**src/hdl/i2cm_pkg.sv**
```systemverilog
// ----------------------------------------------------------------------------
// I2C master bit engine package
// Shared command codes, phase numbers and the queued item type.
// ----------------------------------------------------------------------------
package i2cm_pkg;

	typedef enum logic [2:0] {
		CMD_IDLE   = 3'd0,
		CMD_START  = 3'd1,
		CMD_STOP   = 3'd2,
		CMD_REPEAT = 3'd3,
		CMD_WRITE  = 3'd4,
		CMD_READ   = 3'd5
	} cmd_t;

	// Phase numbers of the byte commands.
	localparam logic [4:0] WR_ACK_RELEASE = 5'd24;
	localparam logic [4:0] WR_ACK_CLOCK   = 5'd25;
	localparam logic [4:0] RD_BITS_LAST   = 5'd16;
	localparam logic [4:0] RD_ACK_SET     = 5'd17;
	localparam logic [4:0] RD_ACK_CLOCK   = 5'd18;
	localparam int         MSB_BIT        = 7;

	// Classified tick as it travels from the front to the back.
	typedef struct packed {
		logic       launch;
		cmd_t       cmd;
		logic [7:0] write_byte;
		logic       send_nack;
		logic       sda_level;
	} item_t;

endpackage

```
**src/hdl/i2c_master_bit_engine.sv**
```systemverilog
// An accepted item waits in the queue and then has its result in the output stage.
// Throughput: one item per cycle while results are taken; the engine state updates per item.
// A two-entry queue and the output register let either side stall on its own.
// Reset (arst_n low, asynchronous) empties queue and output stage and puts the engine idle
// with both bus lines released.
// ----------------------------------------------------------------------------
// I2C master bit engine
// Open-drain I2C master that runs one bus phase per input item.
// ----------------------------------------------------------------------------
module i2c_master_bit_engine (
	input  logic        clk,
	input  logic        arst_n,
	input  logic        s_tvalid,
	output logic        s_tready,
	input  logic [15:0] s_tdata,  // write_byte[7:0], send_nack[8], sda_level[9], zero[15:10]
	input  logic [2:0]  s_tuser,  // command[2:0]
	output logic        m_tvalid,
	input  logic        m_tready,
	output logic [15:0] m_tdata,  // scl_pull_low[0], sda_pull_low[1], busy_res[2],
	                              // read_data[10:3], ack_level[11], zero[15:12]
	output logic        m_tlast   // done_res
);
	import i2cm_pkg::*;

	item_t      front_item;
	item_t      queue_item;
	logic       queue_full;
	logic       queue_valid;
	logic       queue_pop;
	logic       scl_pull_low;
	logic       sda_pull_low;
	logic       busy_res;
	logic [7:0] read_data;
	logic       ack_level;

	assign s_tready = !queue_full;

	i2cm_front u_front (
		.command    (s_tuser),
		.write_byte (s_tdata[7:0]),
		.send_nack  (s_tdata[8]),
		.sda_level  (s_tdata[9]),
		.item       (front_item)
	);

	i2cm_queue u_queue (
		.clk       (clk),
		.arst_n    (arst_n),
		.push      (s_tvalid && s_tready),
		.push_item (front_item),
		.full      (queue_full),
		.pop       (queue_pop),
		.not_empty (queue_valid),
		.pop_item  (queue_item)
	);

	i2cm_back u_back (
		.clk          (clk),
		.arst_n       (arst_n),
		.item_valid   (queue_valid),
		.item         (queue_item),
		.pop          (queue_pop),
		.res_valid    (m_tvalid),
		.res_ready    (m_tready),
		.scl_pull_low (scl_pull_low),
		.sda_pull_low (sda_pull_low),
		.busy_res     (busy_res),
		.done_res     (m_tlast),
		.read_data    (read_data),
		.ack_level    (ack_level)
	);

	assign m_tdata = {4'd0, ack_level, read_data, busy_res, sda_pull_low, scl_pull_low};

endmodule

```
**src/hdl/i2cm_front.sv**
```systemverilog
// ----------------------------------------------------------------------------
// I2C master front
// Decodes the command of each incoming tick into a launch flag and a command.
// ----------------------------------------------------------------------------
module i2cm_front (
	input  logic [2:0]    command,
	input  logic [7:0]    write_byte,
	input  logic          send_nack,
	input  logic          sda_level,
	output i2cm_pkg::item_t item
);
	import i2cm_pkg::*;

	always_comb begin
		item.write_byte = write_byte;
		item.send_nack  = send_nack;
		item.sda_level  = sda_level;
		case (command)
			CMD_START, CMD_STOP, CMD_REPEAT, CMD_WRITE, CMD_READ: begin
				item.launch = 1'b1;
				item.cmd    = cmd_t'(command);
			end
			default: begin
				// Continue and unused codes only advance a running command.
				item.launch = 1'b0;
				item.cmd    = CMD_IDLE;
			end
		endcase
	end

endmodule

```
**src/hdl/i2cm_queue.sv**
```systemverilog
// ----------------------------------------------------------------------------
// I2C master item queue
// Two-entry FIFO that decouples the front from the phase engine.
// ----------------------------------------------------------------------------
module i2cm_queue (
	input  logic            clk,
	input  logic            arst_n,
	input  logic            push,
	input  i2cm_pkg::item_t push_item,
	output logic            full,
	input  logic            pop,
	output logic            not_empty,
	output i2cm_pkg::item_t pop_item
);
	import i2cm_pkg::*;

	item_t      entry_q [2];
	logic       wr_ptr_q;
	logic       rd_ptr_q;
	logic [1:0] count_q;

	assign full      = (count_q == 2'd2);
	assign not_empty = (count_q != 2'd0);
	assign pop_item  = entry_q[rd_ptr_q];

	always_ff @(posedge clk) begin
		if (push) begin
			entry_q[wr_ptr_q] <= push_item;
		end
	end

	always_ff @(posedge clk or negedge arst_n) begin
		if (!arst_n) begin
			wr_ptr_q <= 1'b0;
			rd_ptr_q <= 1'b0;
			count_q  <= 2'd0;
		end else begin
			if (push) begin
				wr_ptr_q <= ~wr_ptr_q;
			end
			if (pop) begin
				rd_ptr_q <= ~rd_ptr_q;
			end
			if (push && !pop) begin
				count_q <= count_q + 2'd1;
			end else if (pop && !push) begin
				count_q <= count_q - 2'd1;
			end
		end
	end

endmodule

```
**src/hdl/i2cm_back.sv**
```systemverilog
// ----------------------------------------------------------------------------
// I2C master phase engine
// Runs one bus phase per queued item and holds the result in an output stage.
// ----------------------------------------------------------------------------
module i2cm_back (
	input  logic            clk,
	input  logic            arst_n,
	input  logic            item_valid,
	input  i2cm_pkg::item_t item,
	output logic            pop,
	output logic            res_valid,
	input  logic            res_ready,
	output logic            scl_pull_low,
	output logic            sda_pull_low,
	output logic            busy_res,
	output logic            done_res,
	output logic [7:0]      read_data,
	output logic            ack_level
);
	import i2cm_pkg::*;

	cmd_t       state_q, state_d;
	logic [4:0] phase_q, phase_d;
	logic [1:0] sub_q, sub_d;
	logic [7:0] shift_q, shift_d;
	logic       nack_q, nack_d;
	logic       scl_q, scl_d;
	logic       sda_q, sda_d;
	logic       ack_q, ack_d;

	logic       launch;
	cmd_t       cur;
	logic [4:0] p;
	logic [1:0] sub;
	logic       last;

	assign pop = item_valid && (!res_valid || res_ready);

	always_comb begin
		launch  = (state_q == CMD_IDLE) && item.launch;
		cur     = launch ? item.cmd : state_q;
		p       = launch ? 5'd0 : phase_q;
		sub     = launch ? 2'd0 : sub_q;
		shift_d = (launch && item.cmd == CMD_WRITE) ? item.write_byte : shift_q;
		nack_d  = (launch && item.cmd == CMD_READ) ? item.send_nack : nack_q;
		sub_d   = sub;
		scl_d   = scl_q;
		sda_d   = sda_q;
		ack_d   = ack_q;
		last    = 1'b0;
		case (cur)
			CMD_START: begin
				if (p == 5'd0) begin
					sda_d = 1'b1;
				end else begin
					scl_d = 1'b1;
					last  = 1'b1;
				end
			end
			CMD_STOP: begin
				if (p == 5'd0) begin
					sda_d = 1'b1;
				end else if (p == 5'd1) begin
					scl_d = 1'b0;
				end else begin
					sda_d = 1'b0;
					last  = 1'b1;
				end
			end
			CMD_REPEAT: begin
				if (p == 5'd0) begin
					sda_d = 1'b0;
				end else if (p == 5'd1) begin
					scl_d = 1'b0;
				end else if (p == 5'd2) begin
					sda_d = 1'b1;
				end else begin
					scl_d = 1'b1;
					last  = 1'b1;
				end
			end
			CMD_WRITE: begin
				if (p < WR_ACK_RELEASE) begin
					// Each data bit takes three phases: set SDA, raise SCL, drop SCL.
					sub_d = (sub == 2'd2) ? 2'd0 : sub + 2'd1;
					if (sub == 2'd0) begin
						sda_d = ~shift_d[MSB_BIT];
					end else if (sub == 2'd1) begin
						scl_d = 1'b0;
					end else begin
						scl_d   = 1'b1;
						shift_d = {shift_d[6:0], 1'b0};
					end
				end else if (p == WR_ACK_RELEASE) begin
					sda_d = 1'b0;
				end else if (p == WR_ACK_CLOCK) begin
					scl_d = 1'b0;
				end else begin
					ack_d = item.sda_level;
					scl_d = 1'b1;
					last  = 1'b1;
				end
			end
			CMD_READ: begin
				if (p == 5'd0) begin
					sda_d   = 1'b0;
					shift_d = 8'd0;
				end else if (p <= RD_BITS_LAST) begin
					if (p[0]) begin
						scl_d = 1'b0;
					end else begin
						// The bit is taken from the level seen before SCL falls.
						shift_d = {shift_d[6:0], item.sda_level};
						scl_d   = 1'b1;
					end
				end else if (p == RD_ACK_SET) begin
					sda_d = ~nack_d;
				end else if (p == RD_ACK_CLOCK) begin
					scl_d = 1'b0;
				end else begin
					scl_d = 1'b1;
					last  = 1'b1;
				end
			end
			default: begin
			end
		endcase
		if (cur == CMD_IDLE || last) begin
			state_d = CMD_IDLE;
			phase_d = 5'd0;
		end else begin
			state_d = cur;
			phase_d = p + 5'd1;
		end
	end

	always_ff @(posedge clk or negedge arst_n) begin
		if (!arst_n) begin
			state_q <= CMD_IDLE;
			phase_q <= 5'd0;
			sub_q   <= 2'd0;
			shift_q <= 8'd0;
			nack_q  <= 1'b0;
			scl_q   <= 1'b0;
			sda_q   <= 1'b0;
			ack_q   <= 1'b0;
		end else if (pop) begin
			state_q <= state_d;
			phase_q <= phase_d;
			sub_q   <= sub_d;
			shift_q <= shift_d;
			nack_q  <= nack_d;
			scl_q   <= scl_d;
			sda_q   <= sda_d;
			ack_q   <= ack_d;
		end
	end

	always_ff @(posedge clk or negedge arst_n) begin
		if (!arst_n) begin
			res_valid <= 1'b0;
		end else if (pop) begin
			res_valid <= 1'b1;
		end else if (res_ready) begin
			res_valid <= 1'b0;
		end
	end

	always_ff @(posedge clk) begin
		if (pop) begin
			scl_pull_low <= scl_d;
			sda_pull_low <= sda_d;
			busy_res     <= (cur != CMD_IDLE) && !last;
			done_res     <= last;
			read_data    <= (last && cur == CMD_READ) ? shift_d : 8'd0;
			ack_level    <= (last && cur == CMD_WRITE) ? ack_d : 1'b0;
		end
	end

`ifndef SYNTHESIS
	a_idle_phase_zero: assert property (@(posedge clk) disable iff (!arst_n)
		(state_q == CMD_IDLE) |-> (phase_q == 5'd0))
		else $error("phase count nonzero while idle");

	// The write acknowledge sample, the phase after WR_ACK_CLOCK, is the last phase of the longest command.
	a_phase_bound: assert property (@(posedge clk) disable iff (!arst_n)
		phase_q <= (WR_ACK_CLOCK + 5'd1))
		else $error("phase count beyond longest command");

	a_done_not_busy: assert property (@(posedge clk) disable iff (!arst_n)
		res_valid |-> !(done_res && busy_res))
		else $error("result both done and busy");

	a_data_only_with_done: assert property (@(posedge clk) disable iff (!arst_n)
		(res_valid && !done_res) |-> (read_data == 8'd0 && !ack_level))
		else $error("read data or ack shown without done");
`endif

endmodule

```
**config.mk**
```make
export PLATFORM = sky130hd
export DESIGN_NAME = i2c_master_bit_engine
export DESIGN_NICKNAME = d
export VERILOG_FILES = /design/src/hdl/i2cm_pkg.sv /design/src/hdl/i2c_master_bit_engine.sv /design/src/hdl/i2cm_front.sv /design/src/hdl/i2cm_queue.sv /design/src/hdl/i2cm_back.sv
export SDC_FILE = /design/constraint.sdc
export NUM_CORES = 1
export LEC_CHECK = 0
export BUFFER_PORTS_ARGS = -buffer_cell sky130_fd_sc_hd__buf_4
export CELL_PAD_IN_SITES_DETAIL_PLACEMENT = 2
export CELL_PAD_IN_SITES_GLOBAL_PLACEMENT = 2
export CORE_UTILIZATION = 34
export CTS_CLUSTER_DIAMETER = 100
export CTS_CLUSTER_SIZE = 28
export DETAILED_ROUTE_END_ITERATION = 10
export GPL_TIMING_DRIVEN = 0
export PLACE_DENSITY_LB_ADDON = 0.1
export SETUP_SLACK_MARGIN = 0.02
export SYNTH_ARGS = -nofsm -noshare
export SYNTH_HDL_FRONTEND = slang
export SYNTH_SLANG_ARGS = --single-unit
```
**constraint.sdc**
```tcl
create_clock -name clk -period 2.47 [get_ports clk]
set_input_delay 0.1235 -clock clk [delete_from_list [all_inputs] [get_ports clk]]
set_output_delay 0.1235 -clock clk [all_outputs]
set_load 0.02 [all_outputs]
```
# After elaboration in Yosys (flattened, before gate mapping)
# Memory sizes are Yosys's and may differ from the RTL's.
# Cells that the tools add are included.
[totals]
register_bits = 40
mem_bits_rw = 28
input_bits = 23
out_inout_bits = 19
elab_cells = 146
memories = 1
[classes]
add_sub_neg = 4
n_lt_le_gt_ge = 2
eq_ne = 21
mux = 70
bitwise_logic = 4
reduce_logical = 26
[memory_table]
columns = ["memory", "words", "word_bits", "read_ports", "rd_ports_with_merged_regs", "wr", "line", "text"]
rows = [
  ["u_queue.entry_q", 2, 14, 1, 0, 1, "i2cm_queue.sv:17", "item_t entry_q [2];"],
]
[op_table]
columns = ["op", "n"]
rows = [
  ["8-bit two-way mux", 7],
  ["1-bit two-way mux", 48],
  ["5-bit == test, second input constant", 4],
  ["3-bit == test, second input constant", 6],
  ["8-bit case mux with 2 select lines", 1],
  ["1-bit case mux with 5 select lines", 3],
  ["3-bit by 2-bit == test with 1-bit output, second input constant", 4],
  ["2-bit two-way mux", 6],
  ["1-bit logical AND", 10],
  ["5-bit two-way mux", 2],
  ["3-bit by 1-bit == test with 1-bit output, second input constant", 2],
  ["3-bit zero test", 2],
  ["3-bit two-way mux", 2],
  ["2-bit nonzero test", 3],
  ["5-bit by 1-bit adder with 5-bit output, second input constant", 1],
  ["5-bit by 1-bit == test with 1-bit output, second input constant", 1],
  ["5-bit by 2-bit == test with 1-bit output, second input constant", 1],
  ["5-bit <= comparator, second input constant", 1],
  ["1-bit zero test", 5],
  ["5-bit zero test", 1],
  ["5-bit < comparator, second input constant", 1],
  ["5-bit OR reduction", 1],
  ["2-bit by 1-bit adder with 2-bit output, second input constant", 2],
  ["2-bit == test, second input constant", 2],
  ["other kinds (7)", 11],
]

# Logic depth before layout (Yosys ltp)
# Gate-level depths: netlist of the first run.
[depth]
ltp_word = 11
mapped_depth = 9
ltp_nobuf = 7

# Hierarchy
# Synthesis of the first run repeated with hierarchy kept, for this count alone.
[unflattened]
cells_unflattened = 324
hier_area_um2 = 3651.0
[by_module_without_submodules]
columns = ["module", "instances", "cells_per_inst", "area_each_um2", "seq_area_each_um2"]
rows = [
  ["i2cm_back", 1, 238, 2219.6, 940.9],
  ["i2cm_queue", 1, 60, 1252.5, 940.9],
  ["i2cm_front", 1, 15, 105.1, 0.0],
  ["i2c_master_bit_engine", 1, 11, 73.8, 0.0],
]

# Worst setup path before layout of the first run
# No wires, ideal clock.
[synth_timing]
path_type = "register -> register"
startpoint = "register u_queue.rd_ptr_q"
endpoint = "register u_back.read_data[4] (data pin)"
setup_ps = 255
t_arrival_ps = 2032
required_time_ps = 2215
slack_ps = 184
path_stages_with_launch = 7
path_buffers = 1
synth_period_minus_slack_ps = 2286
cell_sequence = "dfrtp_1 > buf_6 > or4b_4 > a211oi_4 > mux2i_1 > o22ai_1 > and2_1"
[synth_via]
elab_chain_len = 10
word_cells_on_any_way = 46
classes_between = "order compare (2); eq/ne (13); mux (25); reduce/logical (5); memory (1)"
[synth_lines]
columns = ["element", "line", "text"]
rows = [
  ["from (decl)", "i2cm_queue.sv:19", "logic rd_ptr_q;"],
  ["from (signal assigned)", "i2cm_queue.sv:42", "rd_ptr_q <= ~rd_ptr_q;"],
  ["memory read 2 x 14 bit (*)", "-", ""],
  ["1-bit logical AND", "i2cm_back.sv:40", "launch = (state_q == CMD_IDLE) && item.launch;"],
  ["5-bit two-way mux", "i2cm_back.sv:42", "p = launch ? 5'd0 : phase_q;"],
  ["5-bit == test", "i2cm_back.sv:118", "end else if (p == RD_ACK_CLOCK) begin"],
  ["1-bit two-way mux", "i2cm_back.sv:118", ""],
  ["1-bit two-way mux", "i2cm_back.sv:116", "end else if (p == RD_ACK_SET) begin"],
  ["1-bit two-way mux", "i2cm_back.sv:108", "end else if (p <= RD_BITS_LAST) begin"],
  ["1-bit two-way mux", "i2cm_back.sv:105", "if (p == 5'd0) begin"],
  ["1-bit case mux with 5 select lines", "i2cm_back.sv:51", "case (cur)"],
  ["1-bit logical AND", "i2cm_back.sv:175", "read_data <= (last && cur == CMD_READ) ? shift_d : 8'd0;"],
  ["to (signal assigned)", "i2cm_back.sv:175", ""],
  ["to (decl)", "i2cm_back.sv:17", "output logic [7:0] read_data,"],
]
# Every way passes the cells marked *; elsewhere a longest branch is shown, timed or not.
# A chain may end at the register's enable or synchronous reset.

# Worst setup path in the final report of the first run
[layout_timing]
startpoint = "register u_queue.rd_ptr_q"
endpoint = "register u_back.scl_pull_low (data pin)"
[layout_via]
elab_chain_len = 9
word_cells_on_any_way = 38
classes_between = "order compare (2); eq/ne (12); mux (20); reduce/logical (3); memory (1)"
[layout_lines]
columns = ["element", "line", "text"]
rows = [
  ["memory read 2 x 14 bit (*)", "-", ""],
  ["1-bit logical AND", "i2cm_back.sv:40", ""],
  ["5-bit two-way mux", "i2cm_back.sv:42", ""],
  ["5-bit == test", "i2cm_back.sv:118", ""],
  ["1-bit two-way mux", "i2cm_back.sv:118", ""],
  ["1-bit two-way mux", "i2cm_back.sv:116", ""],
  ["1-bit two-way mux", "i2cm_back.sv:108", ""],
  ["1-bit two-way mux", "i2cm_back.sv:105", ""],
  ["1-bit case mux with 5 select lines (*)", "i2cm_back.sv:51", ""],
  ["net u_back.scl_d", "i2cm_back.sv:27", "logic scl_q, scl_d;"],
  ["to (signal assigned)", "i2cm_back.sv:171", "scl_pull_low <= scl_d;"],
  ["to (decl)", "i2cm_back.sv:13", "output logic scl_pull_low,"],
]
# Mark *: on every way through the listed nets, which the timed path passes. The rest lies on a longest branch.

==> flow_metrics.env, run 1 <==
export IMPL_fmax_mhz=420
export IMPL_final_cell_area_um2=4410
export IMPL_max_slew_worst_pin_slew_ps=1210
export IMPL_gr_usage_all_layers_pct=21.2
export IMPL_ant_nets=0
export IMPL_fill_cells=1036
export IMPL_clk_pin_slew_ps=90
export IMPL_i_o_pin_count=42
export IMPL_met2_length_um=5300
export IMPL_ys_async_sr_fraction_pct=38.8
export IMPL_stdcell_count=520
export IMPL_antenna_diode_count=0
export IMPL_synth_yosys_seq_area_share_pct=53.6
export IMPL_drcViolationCount=0
export IMPL_setup_viol_count_final=0
export IMPL_cts_root_buffer="sky130_fd_sc_hd__clkbuf_8"
export IMPL_worst_ep_arrival_time_ps=2490
export IMPL_status="finished clean"
export IMPL_timing_max_transition_violations_final=0
export IMPL_yosys_area_top_type_share_pct=35.0
export IMPL_fin_skew_ps=13.0
export IMPL_rr_worst_depth=8
export IMPL_post_synth_inst_count=320
export IMPL_finalCriticalPeriod_ps=2380
export IMPL_power_leakage_nw=1.72
export IMPL_crit_path_capture_type="flip-flop"
export IMPL_max_cap_violations=0
export IMPL_coreArea_um2=9910
export IMPL_initial_core_util_pct=35.5
export IMPL_antenna_found_initial=0
export IMPL_place_detailed_hpwl_um=7630
export IMPL_synth_yosys_warnings=0
export IMPL_commonest_non_fill_non_tap_cell_in_the_layout="sky130_fd_sc_hd__buf_4"
export IMPL_cts_tree="built"
export IMPL_area_growth_pct=25.6
export IMPL_synth_enable_flop_cells=41
export IMPL_cts_num_sinks=67
export IMPL_io_buffers=31
export IMPL_pin_count_of_the_biggest_net_entering_global_routing=27
export IMPL_critical_setup_path_kind="flip-flop to flip-flop"
export IMPL_post_synth_cell_area_avg_um2=11.0
export IMPL_grt_first_pass_wirelength_um=17400
export IMPL_post_route_cells_drive_above_1_share_pct=28.9
export IMPL_syn_area_um2=3510
export IMPL_layout_nets=406
export IMPL_post_route_worst_setup_slack_ps=87.6
export IMPL_fin_worst_hold_slack_ps=67.7
export IMPL_startpoint_type="flip-flop"
export IMPL_dr_wl_met3_um=336
export IMPL_detailed_place_area_um2=3920
export IMPL_dieArea_um2=10700
export IMPL_worst_slew_margin_rel_pct=19.3
export IMPL_detailedRoute_firstPassIterationCount=4
export IMPL_setup_repair_after_global_routing_missed_its_margin="true"
export IMPL_routed_wl_um=10800
export IMPL_numCtsBuffers=9
export IMPL_placement_rows=36
export IMPL_timing_hold_worst_class="input pin to flip-flop"
export IMPL_highest_signal_layer="met4"
export IMPL_place_congestion=0.834
export IMPL_most_common_layout_cells="sky130_fd_sc_hd__buf_4, sky130_fd_sc_hd__edfxtp_1, sky130_fd_sc_hd__nand2_1, sky130_fd_sc_hd__dfrtp_1, sky130_fd_sc_hd__nor2_1"
export IMPL_whs_path_depth=2
export IMPL_vdd_ir_drop_max_uv=447
export IMPL_num_vias=2817
export IMPL_die_w_um=104
export IMPL_cts_htree_levels=3
export IMPL_postSynthRegisterBits=67
export IMPL_post_synth_num_cell_types=62
export IMPL_max_clock_path_buffers=2
export IMPL_synth_top_area_cell="sky130_fd_sc_hd__edfxtp_1"
export IMPL_overflow=0
export IMPL_post_drt_via_cell_ratio=5.42
export IMPL_avgRoutedWirePerCell_um=20.8
export IMPL_synthFlopType="sky130_fd_sc_hd__edfxtp_1"
export IMPL_timing_critical_path_required_ps=2580
export IMPL_worstPathMaxFanout=10
export IMPL_grt_pass1_vias=3133
export IMPL_netlist_top_cells_area="sky130_fd_sc_hd__edfxtp_1, sky130_fd_sc_hd__dfrtp_1, sky130_fd_sc_hd__mux2_2"
export IMPL_drt_initial_drc_count=108
export IMPL_number_of_hold_violations_in_the_final_report=0
export IMPL_die_height_um=104
export IMPL_power_density_over_the_cells_nw_per_um2=1300
export IMPL_post_route_period_util_pct=96.5
export IMPL_preCtsSetupSlack_ps=-460
export IMPL_routedLengthMet1_um=4920
export IMPL_totalNegativeSetupSlack_ps=0
export IMPL_place_inst=487
export IMPL_worstSkewPairLatency_ps=360
## sequential cells by signal, indices dropped and copies added, names as in the netlist, 2 cells and up
name and count:
u_queue.entry_q 28, u_queue.count_q 2, u_back.phase_q 5, u_back.sub_q 2
u_back.state_q 3, u_back.shift_q 8, u_back.read_data 8
## metal layers
layer	track usage [%]	up-vias
met4	8.78	0
met1	27.2	1433
met5	0	-
met2	34.8	54
li1	-	1310
met3	4.28	20
## worst max-delay path: stages, from the launching register on
cell and delay [ps]:
sky130_fd_sc_hd__dfrtp_1 380, sky130_fd_sc_hd__buf_6 140, sky130_fd_sc_hd__buf_2 200, sky130_fd_sc_hd__nor3b_2 200
sky130_fd_sc_hd__nor4_2 320, sky130_fd_sc_hd__o21ai_1 200, sky130_fd_sc_hd__o21a_1 230, sky130_fd_sc_hd__a221oi_1 360
sky130_fd_sc_hd__nor2_1 90
## power breakdown
group	switching (mW)	leakage (nW)	total, mW	internal (mW)
clock network	0.503	0.107	0.987	0.484
logic	1.71	0.897	2.81	1.10
registers	0.293	0.714	1.92	1.63
## Yosys cell counts, types with 6 or more instances
| cell | instances |
|---|---|
| sky130_fd_sc_hd__a21o_1 | 6 |
| sky130_fd_sc_hd__a21oi_1 | 18 |
| sky130_fd_sc_hd__and2_1 | 7 |
| sky130_fd_sc_hd__buf_4 | 8 |
| sky130_fd_sc_hd__clkbuf_1 | 9 |
| sky130_fd_sc_hd__dfrtp_1 | 26 |
| sky130_fd_sc_hd__edfxtp_1 | 41 |
| sky130_fd_sc_hd__mux2_2 | 19 |
| sky130_fd_sc_hd__mux2i_1 | 9 |
| sky130_fd_sc_hd__nand2_1 | 29 |
| sky130_fd_sc_hd__nand2b_1 | 6 |
| sky130_fd_sc_hd__nand3_1 | 8 |
| sky130_fd_sc_hd__nor2_1 | 24 |
| sky130_fd_sc_hd__nor3_1 | 11 |
| sky130_fd_sc_hd__o21ai_0 | 13 |
## cells by family after synthesis
family | after synthesis | share of synthesized area (%)
muxes | 29 | 9.05
buffers and inverters | 27 | 3.99
other | 1 | 0.107
DFF | 67 | 53.6
and+or+nand+nor | 109 | 15.7
adders and majority gates | 1 | 0.356
xor gates and xnor gates | 5 | 1.25
AOI/OAI and AO/OA | 81 | 16.0
## per-stage QoR
step | utilization (%) | total power [mW]
3_3_place_gp | 39.6 | 4.38
4_1_cts | 43.5 | 5.64
3_5_place_dp | 39.6 | 4.51
6_report | 44.5 | 5.72
2_1_floorplan | - | 3.63
5_1_grt | 44.5 | 6.07
## what timing repair did
action                     in CTS  in global routing
resized for setup              14                 21
setup endpoints to repair      29                 21
hold buffers                   11                  0
pin swaps                       2                  2
hold endpoints to repair       46                  0
buffers inserted                2                  4
cloned                          0                  0
## final timing paths
path	startpoint	endpoint	slack [ps]
setup reg to reg	u_queue.rd_ptr_q$_DFFE_PN0P_	u_back.scl_pull_low$_DFFE_PP_	90
hold reg to reg	u_queue.wr_ptr_q$_DFFE_PN0P_	u_queue.wr_ptr_q$_DFFE_PN0P_	500
min in group asynchronous	arst_n	u_back.phase_q[1]$_DFFE_PN0P_	230
setup / recovery	u_queue.rd_ptr_q$_DFFE_PN0P_	u_back.scl_pull_low$_DFFE_PP_	90
max in group asynchronous	arst_n	u_back.res_valid$_DFFE_PN0P_	1960
hold / removal	s_tuser[2]	u_queue.entry_q[1][11]$_DFFE_PP_	70
## final cells by class
cell class	count	area, um2	share of cell area [%]
Sequential cell	67	1880	42.7
Multi-Input combinational cell	229	1600	36.3
Timing Repair Buffer	48	400	9.08
Tap cell	133	166	3.77
Buffer	21	134	3.03
Clock buffer	9	124	2.81
Clock inverter	7	81.3	1.84
Inverter	6	22.5	0.510
(Power assumes the default switching activity.)
==> run 2: changes to the inputs <==
--- a/config.mk
+++ b/config.mk
@@ -8,7 +8,8 @@
 export BUFFER_PORTS_ARGS = -buffer_cell sky130_fd_sc_hd__buf_4
 export CELL_PAD_IN_SITES_DETAIL_PLACEMENT = 2
 export CELL_PAD_IN_SITES_GLOBAL_PLACEMENT = 2
-export CORE_UTILIZATION = 34
+export CORE_UTILIZATION = 40
+export CTS_BUF_LIST = sky130_fd_sc_hd__clkbuf_4 sky130_fd_sc_hd__clkbuf_8
 export CTS_CLUSTER_DIAMETER = 100
 export CTS_CLUSTER_SIZE = 28
 export DETAILED_ROUTE_END_ITERATION = 10
==> constraint.sdc (replaced) <==
create_clock -name clk -period 2.45 [get_ports clk]
set_input_delay 0.1225 -clock clk [delete_from_list [all_inputs] [get_ports clk]]
set_output_delay 0.1225 -clock clk [all_outputs]
set_load 0.02 [all_outputs]
==> flow_metrics.env, run 2 (synthesis gave the netlist of run 1 again) <==
export IMPL_status="finished clean"
export IMPL_area_growth_pct=24.1
export IMPL_timing_hold_worst_class="input pin to flip-flop"
export IMPL_numCtsBuffers=9
export IMPL_worstPathMaxFanout=9
export IMPL_power_frac_comb_pct=49.7
export IMPL_startpoint_type="flip-flop"
export IMPL_post_route_worst_setup_slack_ps=4.31
export IMPL_total_switching_power_mw=2.56
export IMPL_power_density_over_the_cells_nw_per_um2=1330
export IMPL_finalCoreUtilization_pct=52.3
export IMPL_antenna_found_initial=0
export IMPL_ant_nets=0
export IMPL_grt_pass1_vias=3157
export IMPL_timing_critical_path_required_ps=2580
export IMPL_fill_cells=831
export IMPL_worstSkewPairLatency_ps=370
export IMPL_number_of_hold_violations_in_the_final_report=0
export IMPL_timing_hold_worst_endpoint="u_back.res_valid$_DFFE_PN0P_"
export IMPL_avgRoutedWirePerCell_um=23.2
export IMPL_die_w_um=95.7
export IMPL_preCtsSetupSlack_ps=-354
export IMPL_post_route_period_util_pct=99.8
export IMPL_max_clock_path_buffers=2
export IMPL_routed_wl_um=11400
export IMPL_most_common_layout_cells="sky130_fd_sc_hd__buf_4, sky130_fd_sc_hd__edfxtp_1, sky130_fd_sc_hd__nand2_1, sky130_fd_sc_hd__dfrtp_1, sky130_fd_sc_hd__nor2_1"
export IMPL_initial_core_util_pct=42.1
export IMPL_layout_nets=407
export IMPL_dieArea_um2=9160
export IMPL_finalCriticalPeriod_ps=2450
export IMPL_worst_ep_arrival_time_ps=2580
export IMPL_placement_rows=33
export IMPL_setup_repair_after_global_routing_missed_its_margin="true"
export IMPL_i_o_pin_count=42
export IMPL_multi_input_logic_area_um2=1590
export IMPL_place_congestion=0.828
export IMPL_cts_root_buffer="sky130_fd_sc_hd__clkbuf_8"
export IMPL_cts_htree_levels=3
export IMPL_drt_initial_drc_count=112
export IMPL_drcViolationCount=0
export IMPL_commonest_non_fill_non_tap_cell_in_the_layout="sky130_fd_sc_hd__buf_4"
export IMPL_detailedRoute_firstPassIterationCount=4
export IMPL_die_height_um=95.7
export IMPL_seq_power_share_pct=33.5
export IMPL_io_buffers=31
export IMPL_pin_count_of_the_biggest_net_entering_global_routing=27
export IMPL_overflow=0
export IMPL_num_vias=2906
export IMPL_registers_top_by_ff_count="u_queue.entry_q"
export IMPL_critical_setup_path_kind="flip-flop to flip-flop"
export IMPL_clock_power_share_pct=16.8
export IMPL_fin_skew_ps=11.3
export IMPL_fmax_mhz=409
export IMPL_reg2reg_slack_ps=4
export IMPL_max_slew_worst_pin_slew_ps=1230
export IMPL_worst_slew_margin_rel_pct=17.8
export IMPL_coreArea_um2=8340
export IMPL_grt_first_pass_wirelength_um=17300
export IMPL_seqCellArea_um2=1880
export IMPL_worstReg2RegStart="u_queue.rd_ptr_q$_DFFE_PN0P_"
export IMPL_antenna_diode_count=0
export IMPL_vdd_ir_drop_max_uv=527
export IMPL_rr_worst_depth=7
export IMPL_place_detailed_hpwl_um=7490
export IMPL_setup_viol_count_final=0
export IMPL_crit_path_capture_type="flip-flop"
export IMPL_power_leakage_nw=1.71
export IMPL_post_route_cells_drive_above_1_share_pct=28.4
export IMPL_clk_pin_slew_ps=80
export IMPL_max_cap_violations=0
export IMPL_post_drt_via_cell_ratio=5.89
export IMPL_cts_tree="built"
export IMPL_crit_reg2reg_capture="u_back.read_data[2]$_SDFFCE_PN0P_"
export IMPL_timing_max_transition_violations_final=0
export IMPL_gr_usage_all_layers_pct=26.2
export IMPL_p_sw_share_pct=44.3
export IMPL_cell_internal_pwr_mw=3.22
export IMPL_cts_num_sinks=67
export IMPL_whs_path_depth=3
export IMPL_flip_flop_count_of_the_largest_register_after_layout=28
export IMPL_min_delay_start="m_tready"
export IMPL_reg_top3="u_queue.entry_q: 28 flops, u_back.read_data: 8 flops, u_back.shift_q: 8 flops"
## run 2: changes by cell type in the layout (fill, tap and decap cells not counted), sizes merged
cell,delta
buf,+1
clkinv,+1
inv,-1
## run 2: worst max-delay path by stage
stage | startpoint | end | slack [ps] | cells past startpoint
global placement | u_back.state_q[0]$_DFFE_PN0P_ | u_back.phase_q[3]$_DFFE_PN0P_ | -330 | 6
CTS | u_back.state_q[0]$_DFFE_PN0P_ | u_back.phase_q[4]$_DFFE_PN0P_ | -40 | 6
finish | u_queue.rd_ptr_q$_DFFE_PN0P_ | u_back.read_data[2]$_SDFFCE_PN0P_ | 4 | 7
global route | u_queue.rd_ptr_q$_DFFE_PN0P_ | u_back.read_data[1]$_SDFFCE_PN0P_ | -40 | 7
detailed placement | u_back.state_q[0]$_DFFE_PN0P_ | u_back.phase_q[4]$_DFFE_PN0P_ | -350 | 6
floorplan | u_queue.rd_ptr_q$_DFFE_PN0P_ | u_back.read_data[4]$_SDFFCE_PN0P_ | 160 | 6
## run 2: final cells by class
type / instances / area share (%)
Sequential cell: 67 / 43.1
Inverter: 6 / 0.516
Tap cell: 105 / 3.01
Buffer: 21 / 3.04
Clock buffer: 9 / 2.84
Multi-Input combinational cell: 229 / 36.4
Timing Repair Buffer: 49 / 9.35
Clock inverter: 7 / 1.72
## run 2: metal layers
metal | share of wire (%) | global-route usage, % | vias to the layer above
met5 | 0 | 0 | -
met4 | 2.9 | 11.3 | 0
met3 | 3.7 | 3.87 | 21
met2 | 50 | 44.5 | 75
met1 | 43 | 33.4 | 1498
li1 | - | - | 1312
## run 2: per-stage QoR
step	area, um2	instances	power [mW]	setup TNS (ps)	hold WS [ps]
after floorplan	3520	323	3.66	0	-173
after global placement	3890	459	4.38	-4040	69.5
after detailed placement	3890	459	4.52	-4610	79.9
after CTS	4270	488	5.61	-146	43.1
after global routing	4360	493	6.08	-188	81.1
final	4360	493	5.79	0	60.3
## run 2: power by group through the flow
stage	Combinational, mW	Sequential (mW)	Clock [mW]
after floorplan	1.76	1.90	0
after global placement	2.48	1.90	0
after detailed placement	2.58	1.95	0
after CTS	2.71	1.92	0.973
after global routing	3.08	1.98	1.02
final	2.88	1.94	0.971
## run 2: repair_timing
| item | 4_1_cts | 5_1_grt |
|---|---|---|
| pin swaps | 2 | 2 |
| setup buffers | 2 | 5 |
| resized for setup | 11 | 21 |
| hold buffers | 11 | 0 |
| endpoints found under the setup margin | 28 | 28 |
| endpoints found under the hold margin | 46 | 0 |
## run 2: worst max-delay path, cell delays in order, from the launching register on
cell,delay [ps]
sky130_fd_sc_hd__dfrtp_1,400
sky130_fd_sc_hd__buf_6,150
sky130_fd_sc_hd__or4b_4,550
sky130_fd_sc_hd__a211oi_4,270
sky130_fd_sc_hd__buf_12,180
sky130_fd_sc_hd__mux2i_1,280
sky130_fd_sc_hd__o22ai_1,170
sky130_fd_sc_hd__and2_1,200
==> run 3: changes to the inputs <==
--- a/config.mk
+++ b/config.mk
@@ -10,11 +10,11 @@
 export CELL_PAD_IN_SITES_GLOBAL_PLACEMENT = 2
 export CORE_UTILIZATION = 40
 export CTS_BUF_LIST = sky130_fd_sc_hd__clkbuf_4 sky130_fd_sc_hd__clkbuf_8
-export CTS_CLUSTER_DIAMETER = 100
+export CTS_CLUSTER_DIAMETER = 120
 export CTS_CLUSTER_SIZE = 28
 export DETAILED_ROUTE_END_ITERATION = 10
 export GPL_TIMING_DRIVEN = 0
-export PLACE_DENSITY_LB_ADDON = 0.1
+export PLACE_DENSITY_LB_ADDON = 0.15
 export SETUP_SLACK_MARGIN = 0.02
 export SYNTH_ARGS = -nofsm -noshare
 export SYNTH_HDL_FRONTEND = slang
==> flow_metrics.env, run 3 (synthesis gave the netlist of run 1 again) <==
export IMPL_die_w_um=95.7
export IMPL_worstPathBufferInverterCount=0
export IMPL_fin_worst_hold_slack_ps=63.4
export IMPL_antenna_diode_count=0
export IMPL_max_cap_violations=0
export IMPL_vdd_ir_drop_max_uv=546
export IMPL_fill_cells=829
export IMPL_flip_flop_count_of_the_largest_register_after_layout=28
export IMPL_cts_num_sinks=67
export IMPL_coreArea_um2=8340
export IMPL_crit_path_capture_type="flip-flop"
export IMPL_worstPathMaxFanout=8
export IMPL_avgRoutedWirePerCell_um=24.3
export IMPL_timing_critical_path_required_ps=2560
export IMPL_post_route_worst_setup_slack_ps=-10.5
export IMPL_status="complete, but fails checks"
export IMPL_max_stage_delay_ps=520
export IMPL_fin_skew_ps=19.2
export IMPL_max_clock_path_buffers=2
export IMPL_max_slew_worst_pin_slew_ps=1190
export IMPL_drt_initial_drc_count=149
export IMPL_pin_count_of_the_biggest_net_entering_global_routing=27
export IMPL_post_route_period_util_pct=100
export IMPL_post_route_cells_drive_above_1_share_pct=29.3
export IMPL_power_density_over_the_cells_nw_per_um2=1340
export IMPL_i_o_pin_count=42
export IMPL_worstSkewPairLatency_ps=370
export IMPL_antenna_found_initial=0
export IMPL_numCtsBuffers=9
export IMPL_placement_rows=33
export IMPL_cts_htree_levels=3
export IMPL_layout_nets=405
export IMPL_power_leakage_nw=1.71
export IMPL_reg_top3="u_queue.entry_q: 28 flops, u_back.read_data: 8 flops, u_back.shift_q: 8 flops"
export IMPL_dieArea_um2=9160
export IMPL_violated_checks="negative setup slack"
export IMPL_timing_max_transition_violations_final=0
export IMPL_startpoint_type="flip-flop"
export IMPL_ant_nets=0
export IMPL_drcViolationCount=0
export IMPL_setup_viol_count_final=1
export IMPL_routed_wl_um=11900
export IMPL_number_of_hold_violations_in_the_final_report=0
export IMPL_worst_ep_arrival_time_ps=2580
export IMPL_worst_slew_margin_rel_pct=20.4
export IMPL_post_drt_via_cell_ratio=5.85
export IMPL_fmax_mhz=406
export IMPL_die_height_um=95.7
export IMPL_gr_usage_all_layers_pct=27.5
export IMPL_worst_path_max_delay_cell="sky130_fd_sc_hd__or3_1"
export IMPL_grt_first_pass_wirelength_um=17900
export IMPL_cts_root_buffer="sky130_fd_sc_hd__clkbuf_8"
export IMPL_initial_core_util_pct=42.1
export IMPL_crit_family="simple AND/OR/NAND/NOR gates"
export IMPL_io_buffers=31
export IMPL_place_detailed_hpwl_um=7360
export IMPL_area_growth_pct=24.6
export IMPL_totalNegativeSetupSlack_ps=-10.5
export IMPL_path_cells="or3_1 > nor3_1 > a311oi_2 > nor3_4 > o22ai_1 > and2_1"
export IMPL_detailedRoute_firstPassIterationCount=4
export IMPL_timing_hold_worst_class="input pin to flip-flop"
export IMPL_cts_tree="built"
export IMPL_registers_top_by_ff_count="u_queue.entry_q"
export IMPL_clk_pin_slew_ps=80
export IMPL_finalCriticalPeriod_ps=2460
export IMPL_grt_pass1_vias=3153
export IMPL_most_common_layout_cells="sky130_fd_sc_hd__buf_4, sky130_fd_sc_hd__edfxtp_1, sky130_fd_sc_hd__nand2_1, sky130_fd_sc_hd__dfrtp_1, sky130_fd_sc_hd__nor2_1"
export IMPL_place_congestion=0.876
export IMPL_setup_repair_after_global_routing_missed_its_margin="true"
export IMPL_num_vias=2874
export IMPL_commonest_non_fill_non_tap_cell_in_the_layout="sky130_fd_sc_hd__buf_4"
export IMPL_critical_setup_path_kind="flip-flop to flip-flop"
export IMPL_overflow=0
[run 3: metrics by stage]
stage	area [um2]	util, %	total power [mW]	setup WS [ps]	cells
finish	4380	52.5	5.86	-10.5	491
global route	4380	52.5	6.17	-97.4	491
CTS	4270	51.2	5.61	8.13	487
detailed placement	3890	46.6	4.52	-295	459
global placement	3890	46.6	4.39	-302	459
floorplan	3520	-	3.66	164	323
[run 3: cell type report]
class | instances | area [um2] | share of cell area, %
buffer | 21 | 133 | 3.03
multi-input combinational | 229 | 1610 | 36.9
clock inverter | 7 | 80.1 | 1.83
inverter | 6 | 22.5 | 0.514
tap | 105 | 131 | 3.00
timing repair buffer | 47 | 393 | 8.97
clock buffer | 9 | 124 | 2.83
sequential | 67 | 1880 | 43.0
[run 3: report_power, final]
part / total (mW) / switching (mW) / internal (mW)
Sequential: 1.95 / 0.307 / 1.64
Combinational: 2.89 / 1.80 / 1.10
Clock: 1.02 / 0.529 / 0.487
Total: 5.86 / 2.63 / 3.23
[run 3: per-layer routing]
layer	vias to the layer above	GRT usage (%)	share of wire, %
met3	16	4.03	3.1
li1	1313	-	-
met1	1483	35.0	42
met2	62	47.7	53
met4	0	9.33	1.6
met5	-	0	0
[run 3: final timing paths]
path	startpoint	endpoint	slack, ps	depth (start not counted)
max in group asynchronous	arst_n	u_back.shift_q[6]$_DFFE_PN0P_	1950	2
hold reg to reg	u_back.shift_q[4]$_DFFE_PN0P_	u_back.shift_q[4]$_DFFE_PN0P_	530	1
min in group asynchronous	arst_n	u_back.shift_q[2]$_DFFE_PN0P_	210	2
setup / recovery	u_back.state_q[1]$_DFFE_PN0P_	u_back.read_data[1]$_SDFFCE_PN0P_	-10	6
hold / removal	m_tready	u_back.res_valid$_DFFE_PN0P_	60	3
setup reg to reg	u_back.state_q[1]$_DFFE_PN0P_	u_back.read_data[1]$_SDFFCE_PN0P_	-10	6
[run 3: worst min-delay path, cell delays in order]
cell	delay [ps]
sky130_fd_sc_hd__buf_4	70
sky130_fd_sc_hd__nand2b_1	130
sky130_fd_sc_hd__nand2_1	60
[run 3: what timing repair did]
| action | 4_1_cts | 5_1_grt |
|---|---|---|
| hold buffers | 11 | 0 |
| setup buffers | 1 | 4 |
| setup endpoints to repair | 28 | 28 |
| gates cloned | 0 | 0 |
| hold endpoints to repair | 46 | 0 |
| pin swaps | 2 | 3 |
| gates resized for setup | 13 | 24 |
